`src/lprd_pkg.sv`:
```
// Shared types and constants of the length-prefixed request deframer.
`default_nettype none
package lprd_pkg;

  localparam int Q_DEPTH = 4;
  localparam int Q_AW    = $clog2(Q_DEPTH);

  localparam logic [31:0] MAX_MSG_RESET  = 32'd33554432;
  localparam logic [20:0] MAX_ARGS_RESET = 21'd200000;

  localparam logic [2:0] ADDR_MAX_MSG  = 3'd0;
  localparam logic [2:0] ADDR_MAX_ARGS = 3'd4;

  typedef enum logic [2:0] {
    PH_FRAME_LEN,
    PH_ARG_COUNT,
    PH_ARG_LEN,
    PH_ARG_DATA,
    PH_FAILED
  } lprd_phase_t;

  typedef enum logic [2:0] {
    ST_OK,
    ST_TOO_LONG,
    ST_TOO_MANY,
    ST_OVERRUN,
    ST_TRAILING
  } lprd_status_t;

  typedef enum logic [3:0] {
    EV_NONE,
    EV_PAYLOAD,
    EV_ARG_END,
    EV_ARG_LEN,
    EV_FRAME_OK,
    EV_COUNT,
    EV_FAIL_LONG,
    EV_FAIL_MANY,
    EV_FAIL_HDR_OVR,
    EV_FAIL_ARG_OVR
  } lprd_evt_t;

  typedef struct packed {
    logic [31:0] max_msg;
    logic [20:0] max_args;
  } lprd_cfg_t;

  typedef struct packed {
    logic         has_payload;
    logic [7:0]   payload_byte;
    logic [19:0]  argument_index;
    logic         argument_end;
    logic         message_end;
    lprd_status_t status;
  } lprd_res_t;

  typedef struct packed {
    logic            full;
    logic            empty;
    logic [Q_AW:0]   count;
  } lprd_qstat_t;

endpackage
`default_nettype wire

```
`src/lprd_front.sv`:
```
// Front end: assembles length fields, tracks the body and classifies each byte.
`default_nettype none
module lprd_front import lprd_pkg::*; (
  input  wire logic        clk,
  input  wire logic        rst_n,
  input  wire logic        in_acc,
  input  wire logic [7:0]  in_byte,
  input  wire logic        in_new_conn,
  input  wire lprd_cfg_t   cfg,
  output logic             res_valid,
  output lprd_res_t        res,
  output lprd_phase_t      phase
);

  lprd_phase_t phase_r, phase_nxt;
  logic [23:0] shift_r, shift_nxt;
  logic [1:0]  pos_r, pos_nxt;
  logic [31:0] body_r, body_nxt;
  logic [20:0] args_r, args_nxt;
  logic [31:0] abytes_r, abytes_nxt;
  logic [19:0] cur_r, cur_nxt;

  lprd_phase_t ph;
  logic [1:0]  pos;
  logic [31:0] body, body_n, abytes, abytes_n, v;
  logic [20:0] args, args_a;
  logic [19:0] cur;
  logic        fld, fdone, aa_done, aa_trail, aa_ovr;
  lprd_evt_t   evt;

  // Decode: a new connection clears the parse state ahead of this byte
  always_comb begin
    ph     = in_new_conn ? PH_FRAME_LEN : phase_r;
    pos    = in_new_conn ? 2'd0  : pos_r;
    body   = in_new_conn ? 32'd0 : body_r;
    args   = in_new_conn ? 21'd0 : args_r;
    abytes = in_new_conn ? 32'd0 : abytes_r;
    cur    = in_new_conn ? 20'd0 : cur_r;
    fld    = (ph == PH_FRAME_LEN) || (ph == PH_ARG_COUNT) || (ph == PH_ARG_LEN);
    fdone  = fld && (pos == 2'd3);
    v      = {in_byte, shift_r};
    body_n   = body;
    abytes_n = abytes;
    case (ph)
      PH_ARG_COUNT, PH_ARG_LEN: begin
        body_n = body - 32'd1;
      end
      PH_ARG_DATA: begin
        body_n   = (body != 32'd0) ? body - 32'd1 : body;
        abytes_n = (abytes != 32'd0) ? abytes - 32'd1 : abytes;
      end
      default: begin
        body_n = body;
      end
    endcase
    evt = EV_NONE;
    case (ph)
      PH_FRAME_LEN: begin
        if (fdone) begin
          if (v > cfg.max_msg)  evt = EV_FAIL_LONG;
          else if (v < 32'd4)   evt = EV_FAIL_HDR_OVR;
          else                  evt = EV_FRAME_OK;
        end
      end
      PH_ARG_COUNT: begin
        if (fdone) begin
          if (v > {11'd0, cfg.max_args}) evt = EV_FAIL_MANY;
          else                           evt = EV_COUNT;
        end
      end
      PH_ARG_LEN: begin
        if (fdone) begin
          if (v > body_n)       evt = EV_FAIL_ARG_OVR;
          else if (v == 32'd0)  evt = EV_ARG_END;
          else                  evt = EV_ARG_LEN;
        end
      end
      PH_ARG_DATA: begin
        evt = (abytes_n == 32'd0) ? EV_ARG_END : EV_PAYLOAD;
      end
      default: begin
        evt = EV_NONE;
      end
    endcase
    args_a   = (evt == EV_COUNT) ? v[20:0] : args - 21'd1;
    aa_done  = (args_a == 21'd0) && (body_n == 32'd0);
    aa_trail = (args_a == 21'd0) && (body_n != 32'd0);
    aa_ovr   = (args_a != 21'd0) && (body_n < 32'd4);
  end

  // Next state
  always_comb begin
    phase_nxt  = ph;
    pos_nxt    = fld ? pos + 2'd1 : pos;
    shift_nxt  = shift_r;
    body_nxt   = body_n;
    args_nxt   = args;
    abytes_nxt = abytes_n;
    cur_nxt    = cur;
    if (fld) begin
      case (pos)
        2'd0:    shift_nxt = {16'd0, in_byte};
        2'd1:    shift_nxt = {8'd0, in_byte, shift_r[7:0]};
        2'd2:    shift_nxt = {in_byte, shift_r[15:0]};
        default: shift_nxt = shift_r;
      endcase
    end
    case (evt)
      EV_FAIL_LONG, EV_FAIL_MANY, EV_FAIL_HDR_OVR, EV_FAIL_ARG_OVR: begin
        phase_nxt = PH_FAILED;
      end
      EV_FRAME_OK: begin
        body_nxt  = v;
        phase_nxt = PH_ARG_COUNT;
      end
      EV_ARG_LEN: begin
        abytes_nxt = v;
        phase_nxt  = PH_ARG_DATA;
      end
      EV_COUNT, EV_ARG_END: begin
        args_nxt = args_a;
        cur_nxt  = (evt == EV_COUNT) ? 20'd0 : cur + 20'd1;
        if (aa_done)                phase_nxt = PH_FRAME_LEN;
        else if (aa_trail || aa_ovr) phase_nxt = PH_FAILED;
        else                        phase_nxt = PH_ARG_LEN;
      end
      default: begin
        phase_nxt = ph;
      end
    endcase
  end

  // Result
  always_comb begin
    res_valid = 1'b0;
    res       = '0;
    case (evt)
      EV_FAIL_LONG: begin
        res_valid       = 1'b1;
        res.message_end = 1'b1;
        res.status      = ST_TOO_LONG;
      end
      EV_FAIL_MANY: begin
        res_valid       = 1'b1;
        res.message_end = 1'b1;
        res.status      = ST_TOO_MANY;
      end
      EV_FAIL_HDR_OVR: begin
        res_valid       = 1'b1;
        res.message_end = 1'b1;
        res.status      = ST_OVERRUN;
      end
      EV_FAIL_ARG_OVR: begin
        res_valid          = 1'b1;
        res.argument_index = cur;
        res.message_end    = 1'b1;
        res.status         = ST_OVERRUN;
      end
      EV_COUNT: begin
        res_valid       = aa_done || aa_trail || aa_ovr;
        res.message_end = res_valid;
        res.status      = aa_trail ? ST_TRAILING : (aa_ovr ? ST_OVERRUN : ST_OK);
      end
      EV_ARG_END: begin
        res_valid          = 1'b1;
        res.has_payload    = (ph == PH_ARG_DATA);
        res.payload_byte   = (ph == PH_ARG_DATA) ? in_byte : 8'd0;
        res.argument_index = cur;
        res.argument_end   = 1'b1;
        res.message_end    = aa_done || aa_trail || aa_ovr;
        res.status         = aa_trail ? ST_TRAILING : (aa_ovr ? ST_OVERRUN : ST_OK);
      end
      EV_PAYLOAD: begin
        res_valid          = 1'b1;
        res.has_payload    = 1'b1;
        res.payload_byte   = in_byte;
        res.argument_index = cur;
      end
      default: begin
        res_valid = 1'b0;
      end
    endcase
  end

  always_ff @(posedge clk) begin
    if (!rst_n) begin
      phase_r  <= PH_FRAME_LEN;
      shift_r  <= '0;
      pos_r    <= '0;
      body_r   <= '0;
      args_r   <= '0;
      abytes_r <= '0;
      cur_r    <= '0;
    end else if (in_acc) begin
      phase_r  <= phase_nxt;
      shift_r  <= shift_nxt;
      pos_r    <= pos_nxt;
      body_r   <= body_nxt;
      args_r   <= args_nxt;
      abytes_r <= abytes_nxt;
      cur_r    <= cur_nxt;
    end
  end

  assign phase = phase_r;

endmodule
`default_nettype wire

```
`src/lprd_queue.sv`:
```
// Short result queue between the front end and the output stage.
`default_nettype none
module lprd_queue import lprd_pkg::*; (
  input  wire logic  clk,
  input  wire logic  rst_n,
  input  wire logic  push,
  input  wire lprd_res_t push_data,
  input  wire logic  pop,
  output logic       pop_valid,
  output lprd_res_t  pop_data,
  output lprd_qstat_t stat
);

  lprd_res_t         mem_r [Q_DEPTH];
  logic [Q_AW-1:0]   wr_ptr_r, wr_ptr_nxt, rd_ptr_r, rd_ptr_nxt;
  logic [Q_AW:0]     count_r, count_nxt;
  logic              do_push, do_pop;

  always_comb begin
    do_push    = push && (count_r != (Q_AW+1)'(Q_DEPTH));
    do_pop     = pop && (count_r != '0);
    wr_ptr_nxt = do_push ? wr_ptr_r + Q_AW'(1) : wr_ptr_r;
    rd_ptr_nxt = do_pop ? rd_ptr_r + Q_AW'(1) : rd_ptr_r;
    count_nxt  = count_r;
    if (do_push && !do_pop)      count_nxt = count_r + (Q_AW+1)'(1);
    else if (!do_push && do_pop) count_nxt = count_r - (Q_AW+1)'(1);
  end

  always_ff @(posedge clk) begin
    if (!rst_n) begin
      wr_ptr_r <= '0;
      rd_ptr_r <= '0;
      count_r  <= '0;
    end else begin
      wr_ptr_r <= wr_ptr_nxt;
      rd_ptr_r <= rd_ptr_nxt;
      count_r  <= count_nxt;
    end
  end

  always_ff @(posedge clk) begin
    if (do_push) begin
      mem_r[wr_ptr_r] <= push_data;
    end
  end

  assign pop_valid  = (count_r != '0);
  assign pop_data   = mem_r[rd_ptr_r];
  assign stat.full  = (count_r == (Q_AW+1)'(Q_DEPTH));
  assign stat.empty = (count_r == '0);
  assign stat.count = count_r;

endmodule
`default_nettype wire

```
`src/lprd_back.sv`:
```
// Back end: output register that packs results onto the result stream.
`default_nettype none
module lprd_back import lprd_pkg::*; (
  input  wire logic         clk,
  input  wire logic         rst_n,
  input  wire logic         q_valid,
  input  wire lprd_res_t    q_data,
  output logic              q_pop,
  output logic              out_tvalid,
  input  wire logic         out_tready,
  output logic [31:0]       out_tdata,  // payload_byte, argument_index, argument_end, status
  output logic              out_tuser,  // has_payload
  output logic              out_tlast   // message_end
);

  logic      valid_r, valid_nxt;
  lprd_res_t data_r;

  always_comb begin
    q_pop     = q_valid && (!valid_r || out_tready);
    valid_nxt = q_pop ? 1'b1 : (valid_r && !out_tready);
  end

  always_ff @(posedge clk) begin
    if (!rst_n) begin
      valid_r <= 1'b0;
    end else begin
      valid_r <= valid_nxt;
    end
  end

  always_ff @(posedge clk) begin
    if (q_pop) begin
      data_r <= q_data;
    end
  end

  assign out_tvalid = valid_r;
  assign out_tdata  = {data_r.status, data_r.argument_end, data_r.argument_index,
                       data_r.payload_byte};
  assign out_tuser  = data_r.has_payload;
  assign out_tlast  = data_r.message_end;

endmodule
`default_nettype wire

```
`src/length_prefixed_request_deframer.sv`:
```
// Top level: config registers, front end, result queue and output stage.
// Path: a result is written into the queue when its byte transfers, then moved into
// the output register that drives out_tvalid.
// Throughput: one byte per cycle; in_tready falls only when the four-entry queue
// is full because the output side is stalled.
// Reset: synchronous, active low; clears parse state, queue and output valid and
// loads the limits with their reset values.
`default_nettype none
module length_prefixed_request_deframer import lprd_pkg::*; (
  input  wire logic        clk,
  input  wire logic        rst_n,
  input  wire logic        in_tvalid,
  output logic             in_tready,
  input  wire logic [7:0]  in_tdata,   // stream_byte
  input  wire logic        in_tuser,   // new_connection
  output logic             out_tvalid,
  input  wire logic        out_tready,
  output logic [31:0]      out_tdata,  // payload_byte, argument_index, argument_end, status
  output logic             out_tuser,  // has_payload
  output logic             out_tlast,  // message_end
  input  wire logic        cfg_psel,
  input  wire logic        cfg_penable,
  input  wire logic        cfg_pwrite,
  input  wire logic [2:0]  cfg_paddr,
  input  wire logic [31:0] cfg_pwdata,
  output logic [31:0]      cfg_prdata,
  output logic             cfg_pready
);

  lprd_cfg_t   cfg_r, cfg_nxt;
  logic        cfg_wr, in_acc, f_valid, q_valid, q_pop;
  lprd_res_t   f_res, q_data;
  lprd_phase_t f_phase;
  lprd_qstat_t qstat;

  assign cfg_pready = 1'b1;
  assign cfg_wr     = cfg_psel && cfg_penable && cfg_pwrite && cfg_pready;

  always_comb begin
    cfg_nxt = cfg_r;
    if (cfg_wr) begin
      case (cfg_paddr)
        ADDR_MAX_MSG:  cfg_nxt.max_msg  = cfg_pwdata;
        ADDR_MAX_ARGS: cfg_nxt.max_args = cfg_pwdata[20:0];
        default:       cfg_nxt = cfg_r;
      endcase
    end
    case (cfg_paddr)
      ADDR_MAX_MSG:  cfg_prdata = cfg_r.max_msg;
      ADDR_MAX_ARGS: cfg_prdata = {11'd0, cfg_r.max_args};
      default:       cfg_prdata = 32'd0;
    endcase
  end

  always_ff @(posedge clk) begin
    if (!rst_n) begin
      cfg_r.max_msg  <= MAX_MSG_RESET;
      cfg_r.max_args <= MAX_ARGS_RESET;
    end else begin
      cfg_r <= cfg_nxt;
    end
  end

  assign in_tready = !qstat.full;
  assign in_acc    = in_tvalid && in_tready;

  lprd_front u_front (
    .clk         (clk),
    .rst_n       (rst_n),
    .in_acc      (in_acc),
    .in_byte     (in_tdata),
    .in_new_conn (in_tuser),
    .cfg         (cfg_r),
    .res_valid   (f_valid),
    .res         (f_res),
    .phase       (f_phase)
  );

  lprd_queue u_queue (
    .clk       (clk),
    .rst_n     (rst_n),
    .push      (in_acc && f_valid),
    .push_data (f_res),
    .pop       (q_pop),
    .pop_valid (q_valid),
    .pop_data  (q_data),
    .stat      (qstat)
  );

  lprd_back u_back (
    .clk        (clk),
    .rst_n      (rst_n),
    .q_valid    (q_valid),
    .q_data     (q_data),
    .q_pop      (q_pop),
    .out_tvalid (out_tvalid),
    .out_tready (out_tready),
    .out_tdata  (out_tdata),
    .out_tuser  (out_tuser),
    .out_tlast  (out_tlast)
  );

  a_error_sticks: assert property (@(posedge clk) disable iff (!rst_n)
    (in_acc && f_valid && f_res.message_end && f_res.status != ST_OK)
      |=> (f_phase == PH_FAILED))
    else $error("error result did not leave the parser failed");

  a_queue_bound: assert property (@(posedge clk) disable iff (!rst_n)
    (qstat.count <= Q_DEPTH) && (qstat.empty == !q_valid))
    else $error("queue occupancy out of range");

  a_payload_not_last: assert property (@(posedge clk) disable iff (!rst_n)
    (out_tvalid && out_tuser && !out_tdata[28]) |-> !out_tlast)
    else $error("mid-argument payload marked as message end");

  a_no_push_when_full: assert property (@(posedge clk) disable iff (!rst_n)
    (qstat.full && q_pop) |=> !qstat.full)
    else $error("queue stayed full after a pop with no push");

endmodule
`default_nettype wire

```
`config.mk`:
```
export PLATFORM = sky130hd
export DESIGN_NAME = length_prefixed_request_deframer
export DESIGN_NICKNAME = d
export VERILOG_FILES = /design/src/lprd_pkg.sv /design/src/lprd_front.sv /design/src/lprd_queue.sv /design/src/lprd_back.sv /design/src/length_prefixed_request_deframer.sv
export SDC_FILE = /design/constraint.sdc
export NUM_CORES = 1
export LEC_CHECK = 0
export BUFFER_PORTS_ARGS = -buffer_cell sky130_fd_sc_hd__buf_2
export CAP_MARGIN = 20
export CORE_MARGIN = 4
export CORE_UTILIZATION = 55
export DETAILED_ROUTE_END_ITERATION = 10
export PLACE_DENSITY = 0.85
export SYNTH_ARGS = -nofsm -noshare
export SYNTH_HDL_FRONTEND = slang
export SYNTH_SLANG_ARGS = --single-unit
```
`constraint.sdc`:
```
create_clock -name clk -period 9.6 [get_ports clk]
set_input_delay 0.48 -clock clk [delete_from_list [all_inputs] [get_ports clk]]
set_output_delay 0.48 -clock clk [all_outputs]
set_load 0.1 [all_outputs]
```
==> Word level (Yosys, flattened, before mapping) <==
Memory sizes are Yosys's and may differ from the RTL's. A register that Yosys moved wholly into a read port is not among the register bits.
Cells that the tools add are included.
{ "word_totals": {"ramBits": 136, "reg_bits": 195, "word_cells": 146, "memories": 1, "inputBits": 51} }
{ "memory_table": {"columns": ["memory", "words", "word_bits", "read_ports", "rd_clocked_by_memory_dff", "write_ports", "line", "rtl"], "rows": [
  ["u_queue.mem_r", 4, 34, 1, 1, 1, "lprd_queue.sv:14", "lprd_res_t mem_r [Q_DEPTH];"]
]} }
{ "classes": {"mux": 45, "reduce_logical": 51, "order_cmp": 5, "n_bitwise": 2, "eq_ne": 18, "add_sub_neg": 9} }
{ "ops": {"columns": ["op", "count"], "rows": [
  ["32-bit 2-to-1 mux", 7],
  ["32-bit case mux with 2 select lines", 2],
  ["32-bit zero test", 3],
  ["32-bit nonzero test", 3],
  ["20-bit 2-to-1 mux", 4],
  ["24-bit case mux with 3 select lines", 1],
  ["32-bit greater-than comparator", 2],
  ["32-bit by 3-bit less-than comparator with 1-bit output, second input constant", 2],
  ["32-bit by 1-bit subtractor with 32-bit output, second input constant", 2],
  ["21-bit 2-to-1 mux", 3],
  ["32-bit by 21-bit greater-than comparator with 1-bit output", 1],
  ["4-bit case mux with 4 select lines", 2],
  ["4-bit 2-to-1 mux", 6],
  ["21-bit zero test", 1],
  ["21-bit nonzero test", 1],
  ["21-bit by 1-bit subtractor with 21-bit output, second input constant", 1],
  ["20-bit by 1-bit adder with 20-bit output, second input constant", 1],
  ["3-bit 2-to-1 mux", 6],
  ["9-bit case mux with 2 select lines", 1],
  ["4-bit by 3-bit equality test with 1-bit output, second input constant", 4],
  ["1-bit logical AND", 14],
  ["3-bit case mux with 4 select lines", 1],
  ["2-bit 2-to-1 mux", 5],
  ["4-bit by 2-bit equality test with 1-bit output, second input constant", 2],
  ["other kinds (29)", 55]
]} }

==> Depth between registers and ports, before layout <==
{ "depth": {"word_depth": 21, "ltp_mapped": 34, "depth_no_buf": 28} }

==> By module <==
Synthesis repeated with hierarchy kept, for this count alone.
{ "unflattened": {"cells_unflattened": 2170, "hier_area_um2": 20876.3} }
{ "by_module_without_submodules": {"columns": ["mod", "seq_area_each_um2", "n_inst", "cells_each", "area_each_um2"], "rows": [
  ["lprd_front", 2682.6, 1, 1644, 11975.2],
  ["lprd_queue", 4264.1, 1, 227, 5442.7],
  ["length_prefixed_request_deframer", 1061.0, 1, 261, 2389.8],
  ["lprd_back", 1041.0, 1, 38, 1068.5]
]} }

==> Worst setup path after synthesis <==
OpenSTA, ideal clock, no wires.
{ "synth_timing": {"path_type": "input to register", "start": "in in_tuser", "end": "mem u_queue.mem_r[0][0] (netlist name) (enable)", "arrival_time_ps": 6663, "stages": 26, "slack_ps": 2543, "n_path_buf": 6, "cell_sequence": "buf_2 -> clkinv_1 -> clkbuf_1 -> clkbuf_1 -> clkbuf_1 -> clkbuf_1 -> nand2_1 -> ha_1 -> o21ai_0 -> nor4_2 -> or3_1 -> nor2_1 -> mux2_2 -> ha_1 -> nand4_1 -> nor4_1 -> nand4_1 -> o32ai_1 -> a211oi_1 -> or3_1 -> a31o_2 -> clkbuf_1 -> a21oi_1 -> nor2_1 -> a21oi_4 -> and2_1"} }
{ "synth_between": {"elab_chain_len": 19} }
{ "synth_lines": {"columns": ["item", "line", "rtl"], "rows": [
  ["start: declaration", "length_prefixed_request_deframer.sv:15", "input wire logic in_tuser,"],
  ["32-bit 2-to-1 mux / 3-bit 2-to-1 mux (equally long branches)", "lprd_front.sv:35, lprd_front.sv:33", null],
  ["32-bit by 1-bit subtractor with 32-bit output (tied with other cells)", "lprd_front.sv:46, lprd_front.sv:49", null],
  ["32-bit 2-to-1 mux / 2-bit OR reduction (equally long branches)", "lprd_front.sv:49, lprd_front.sv:44", null],
  ["32-bit case mux with 2 select lines", "lprd_front.sv:44", "case (ph)"],
  ["32-bit greater-than comparator", "lprd_front.sv:73", "if (v > body_n) evt = EV_FAIL_ARG_OVR;"],
  ["4-bit 2-to-1 mux", "lprd_front.sv:73", null],
  ["4-bit 2-to-1 mux", "lprd_front.sv:72", "if (fdone) begin"],
  ["4-bit case mux with 4 select lines", "lprd_front.sv:57", "case (ph)"],
  ["[... 3 more ...]", null, null],
  ["1-bit logical AND (on tied branches)", "lprd_front.sv:86, lprd_front.sv:87", null],
  ["1-bit logical OR (2 in a row)", "lprd_front.sv:160", "res_valid = aa_done || aa_trail || aa_ovr;"],
  ["1-bit case mux with 2 select lines (*)", "lprd_front.sv:137", "case (evt)"],
  ["1-bit logical AND (*)", "length_prefixed_request_deframer.sv:82", ".push (in_acc && f_valid),"],
  ["1-bit logical AND (*)", "lprd_queue.sv:20", "do_push = push && (count_r != (Q_AW+1)'(Q_DEPTH));"],
  ["via u_queue.do_push", "lprd_queue.sv:17", "logic do_push, do_pop;"],
  ["1-bit 2-to-1 mux (*)", "lprd_queue.sv:42", "if (do_push) begin"],
  ["1-bit 2-to-1 mux (not written as such) (*)", "lprd_queue.sv:43", "mem_r[wr_ptr_r] <= push_data;"],
  ["end: declaration", "lprd_queue.sv:14", null]
]} }
Mark *: on every way through the listed nets, which the timed path passes. The rest lies on a longest branch.

==> Final worst setup path <==
{ "layout_timing": {"start": "reg u_front.body_r[19]", "end": "reg u_queue.count_r[2]"} }
{ "layout_between": {"elab_chain_len": 20} }
{ "layout_lines": {"columns": ["item", "line", "rtl"], "rows": [
  ["start: declaration", "lprd_front.sv:18", "logic [31:0] body_r, body_nxt;"],
  ["start signal: assignment", "lprd_front.sv:198", "body_r <= body_nxt;"],
  ["32-bit 2-to-1 mux (*)", "lprd_front.sv:35", "body = in_new_conn ? 32'd0 : body_r;"],
  ["32-bit by 1-bit subtractor with 32-bit output / 32-bit nonzero test (equally long branches)", "lprd_front.sv:46, lprd_front.sv:49", null],
  ["32-bit 2-to-1 mux", "lprd_front.sv:49", "body_n = (body != 32'd0) ? body - 32'd1 : body;"],
  ["32-bit case mux with 2 select lines (*)", "lprd_front.sv:44", null],
  ["32-bit greater-than comparator", "lprd_front.sv:73", null],
  ["4-bit 2-to-1 mux", "lprd_front.sv:73", null],
  ["4-bit 2-to-1 mux", "lprd_front.sv:72", null],
  ["4-bit case mux with 4 select lines", "lprd_front.sv:57", null],
  ["[... 4 more ...]", null, null],
  ["1-bit logical OR (2 in a row)", "lprd_front.sv:160", null],
  ["1-bit case mux with 2 select lines (*)", "lprd_front.sv:137", null],
  ["1-bit logical AND (*)", "length_prefixed_request_deframer.sv:82", null],
  ["1-bit logical AND (*)", "lprd_queue.sv:20", null],
  ["via u_queue.do_push", "lprd_queue.sv:17", null],
  ["1-bit zero test", "lprd_queue.sv:26", "else if (!do_push && do_pop) count_nxt = count_r - (Q_AW+1)'(1);"],
  ["1-bit logical AND", "lprd_queue.sv:26", null],
  ["2-bit nonzero test (no line)", null, null],
  ["end signal: assignment", "lprd_queue.sv:37", "count_r <= count_nxt;"],
  ["end: declaration", "lprd_queue.sv:16", "logic [Q_AW:0] count_r, count_nxt;"]
]} }
Marked as above.
A chain may end at the register's enable or synchronous reset.

==> metrics.txt <==
RSZ-0062 raised after global routing=false; area share of the largest cell type after synthesis=between 20% and 30%; Design Area, Final=approximately 22000 um2; postcts setup bufs=0; max-cap violations=0; Seq cells post-synth=365; Setup Skew=between 15 and 20 ps; Clock Root Buffer=clkbuf_16; Power Dens Cells=223 nW/um2; clock slew at reported path FFs=60 ps; mapped cell area=roughly 20000 um2; gr usage total=between 20% and 30%; Yosys top cell by area=edfxtp_1; layout cells sized above 1=between 10% and 20%; Period Utilization, post-route=between 70% and 80%; sequential share of the synthesized area=44.9%; initial drt markers=roughly 2100; Avg Cell Area, Syn=about 9.3 um2; Power, Total=about 5 mW; ANT cells=0; critical path class=reg2reg; Bufs on Longest Clock Path=3; WL/cell=between 20 and 25 um; Worst Setup SP=u_front.body_r[19]; hold buffer count at cts=0; fin util=around 62%; Post-DRT Antenna Nets=0; Static Leak=around 8.3 nW; max-slew violations=0; Arr. time, crit path=approximately 8000 ps; DR vias/cell=about 6.5; Hold WS=roughly 160 ps; final setup fails=0; die area=39600 um2; Skew-Pair Late Insertion Delay=between 500 and 600 ps; async set or reset register ratio after synthesis=0%; Sw Share=a little under two fifths; # IOs=120; net switching power figure=around 1.9 mW; Main synth FF type=dfxtp_1; CP required=slightly above 10000 ps; largest cells by area after synthesis=edfxtp_1 25%, dfxtp_1 19%, ha_1 6.2%, nand2_1 5.8%, a21oi_1 4.2%; crit end category=flip-flop; global-route wire length before repair=92300 um; CTS tree=built; Initial DRT Pass Iterations=6; Sink Count=365; CTS buffer count=39; nets@finish=2359; FF-to-FF path depth=24; sequential share of power=37.7%; CTS-repair resized insts=0; Comb power frac=just over 30%; count of cell types in the netlist=92; antenna violations before repair=0; Slew headroom=31.1%; Ys Warns=0; Critical R2R Launch=u_front.body_r[19]; post-place instance area=approximately 21000 um2; largest net degree at the start of global routing=88; Hold/Removal Path Class=in2reg; IO Port Bufs=approximately 120; core area=between 30000 and 40000 um2; # rows=slightly below 70; r2r endpoint=u_queue.count_r[2]; DRC violations left=0; crit-path max FO=37; H-Tree Level Count=2; post-route setup TNS=0 ps; initial core utilization=about 56%; Max VDD drop=roughly 200 uV; Worst Tran Pin Value=1030 ps; Die Ht=roughly 200 um; Synth Instances=between 2000 and 2500; Post-synth EDFFs=between 150 and 200; Net Count, Synth=approximately 2300; final hold violation count=0; Post-DP HPWL=just under 40000 um; end point of the critical path=u_queue.count_r[2]; GR Overflow Total=0; Die W=approximately 200 um; Layout area overhead=11.1%; status=completed; clock share of power=between 30% and 40%; internal power=approximately 3.1 mW; type of origin of the critical path=flip-flop; total routed wirelength=around 58000 um; Vias=roughly 18000; min Tclk post-route=around 7600 ps; vias in the first global route=~17000; r2r setup slk=a little over 2000 ps; GP Congestion=1.02; fmax=roughly 130 MHz
[layout by cell type (no fill, tap or decap), drive strengths merged, types with 50 or more instances in the layout]
cell type / count
nor3: 67
edfxtp: 170
ha: 99
dfxtp: 195
nor2: 151
o21ai: 86
inv: 94
buf: 141
clkbuf: 56
a21oi: 172
nand3: 67
o211ai: 50
nand2: 313
[routing by layer]
layer / vias up / global-route usage [%] / part of all wire, % / routed length, um
li1: 8053 / - / - / -
met3: 187 / 4.64 / 9.1 / 5320
met5: - / 0 / 0 / 0
met1: 8344 / 38.3 / 39 / 22800
met4: 0 / 11.5 / 4.6 / 2650
met2: 969 / 48.2 / 47 / 27400
[power by group through the flow]
| stage | Sequential, mW | Clock [mW] | Combinational, mW |
|---|---|---|---|
| final | 1.87 | 1.54 | 1.55 |
| after global routing | 1.88 | 1.63 | 1.65 |
| after CTS | 1.87 | 1.56 | 1.53 |
| after detailed placement | 1.91 | 0 | 1.52 |
| after global placement | 1.90 | 0 | 1.50 |
| after floorplan | 2.40 | 0 | 0.712 |
[synthesized netlist by cell type (5+ instances only)]
cell type  count
a2111oi_0      5
a211oi_1      40
a21o_1        18
a21oi_1      170
a22o_1        21
a22oi_1        5
a31oi_1       14
and2_1        34
and3_1        15
and4_1         6
buf_1         17
buf_2          9
clkbuf_1      96
dfxtp_1      195
edfxtp_1     170
ha_1          99
inv_1         87
mux2_2         8
mux2i_1       31
mux4_2        34
nand2_1      311
nand2b_1       9
nand3_1       66
nand4_1       31
nor2_1       150
nor2b_1       35
nor3_1        67
nor3b_1       12
nor4_1        43
o211ai_1      49
o21a_1        10
o21ai_0       80
o311ai_0       7
o31a_1         7
o31ai_1       11
o32ai_1        5
o41ai_1        5
or2_2         12
or3_1         16
or4_1         19
xnor2_1       30
xor2_1        11
[worst max-delay path, cell delays in order, from the launching register on]
cell and delay (ps):
dfxtp_1 410, nor4_1 800, nand4_1 340, nor4_2 320, buf_4 250, or3_1 230
nor2_1 80, mux2_2 300, ha_1 300, nand4_1 130, nor4_1 500, nand4_1 220
nor3_1 430, a211oi_1 240, or3_1 450, a31o_2 540, a21oi_1 230, nor2_1 100
a21oi_4 290, ha_1 240, inv_1 60, fa_1 380, xor2_1 180, or3_1 310
a21oi_1 150
[kinds of logic (layout without fill, tap and decap cells)]
family | Yosys count | count (layout) | share of synthesized area (%)
AND/OR/NAND/NOR | 851 | 851 | 20.7
AO/OA/AOI/OAI | 503 | 503 | 16.3
flip-flops | 365 | 365 | 44.9
buffers and inverters | 217 | 303 | 4.22
adder cells (fa/ha/maj) | 100 | 100 | 6.27
multiplexers | 73 | 73 | 5.81
XOR/XNOR | 41 | 41 | 1.79
other | 1 | 1 | 0.0187
[how the worst min path moves through the flow]
stage                             from                  to  slack [ps]  depth (start not counted)
global placement    u_front.args_r[20]  u_front.args_r[20]         440                          2
finish                  cfg_pwdata[27]           cfg_r[48]         160                          3
global route             cfg_pwdata[5]           cfg_r[26]         180                          3
CTS                     cfg_pwdata[27]           cfg_r[48]         150                          3
floorplan             u_front.pos_r[0]    u_front.pos_r[0]         420                          2
detailed placement  u_front.body_r[23]  u_front.body_r[23]         460                          2
[sequential cells by signal (all words and copies together), names as in the netlist]
| signal | cells |
|---|---|
| u_front.shift_r | 24 |
| u_front.phase | 3 |
| u_queue.rd_ptr_r | 2 |
| u_front.cur_r | 20 |
| cfg_r | 53 |
| u_back.out_tlast | 1 |
| u_back.out_tuser | 1 |
| u_front.pos_r | 2 |
| u_queue.mem_r | 136 |
| u_front.body_r | 32 |
| u_queue.count_r | 3 |
| u_front.args_r | 21 |
| u_front.abytes_r | 32 |
| u_queue.wr_ptr_r | 2 |
| u_back.out_tdata | 32 |
| u_back.out_tvalid | 1 |
[per-stage QoR]
step,std cells,setup WS (ps)
final,2698,2020
after global placement,2626,1900
after floorplan,2151,2540
after global routing,2698,1550
after detailed placement,2626,1790
after CTS,2696,2260
[final cells by class]
class                   count  area [um2]
fillers                  2886       13500
clock inverters            14         168
well taps                 461         577
multi-input cells        1569       10200
flip-flops and latches    365        9010
clock buffers              56        1140
repair buffers            141         796
inverters                  92         350
No activity file was read; power rests on OpenSTA's default activity.
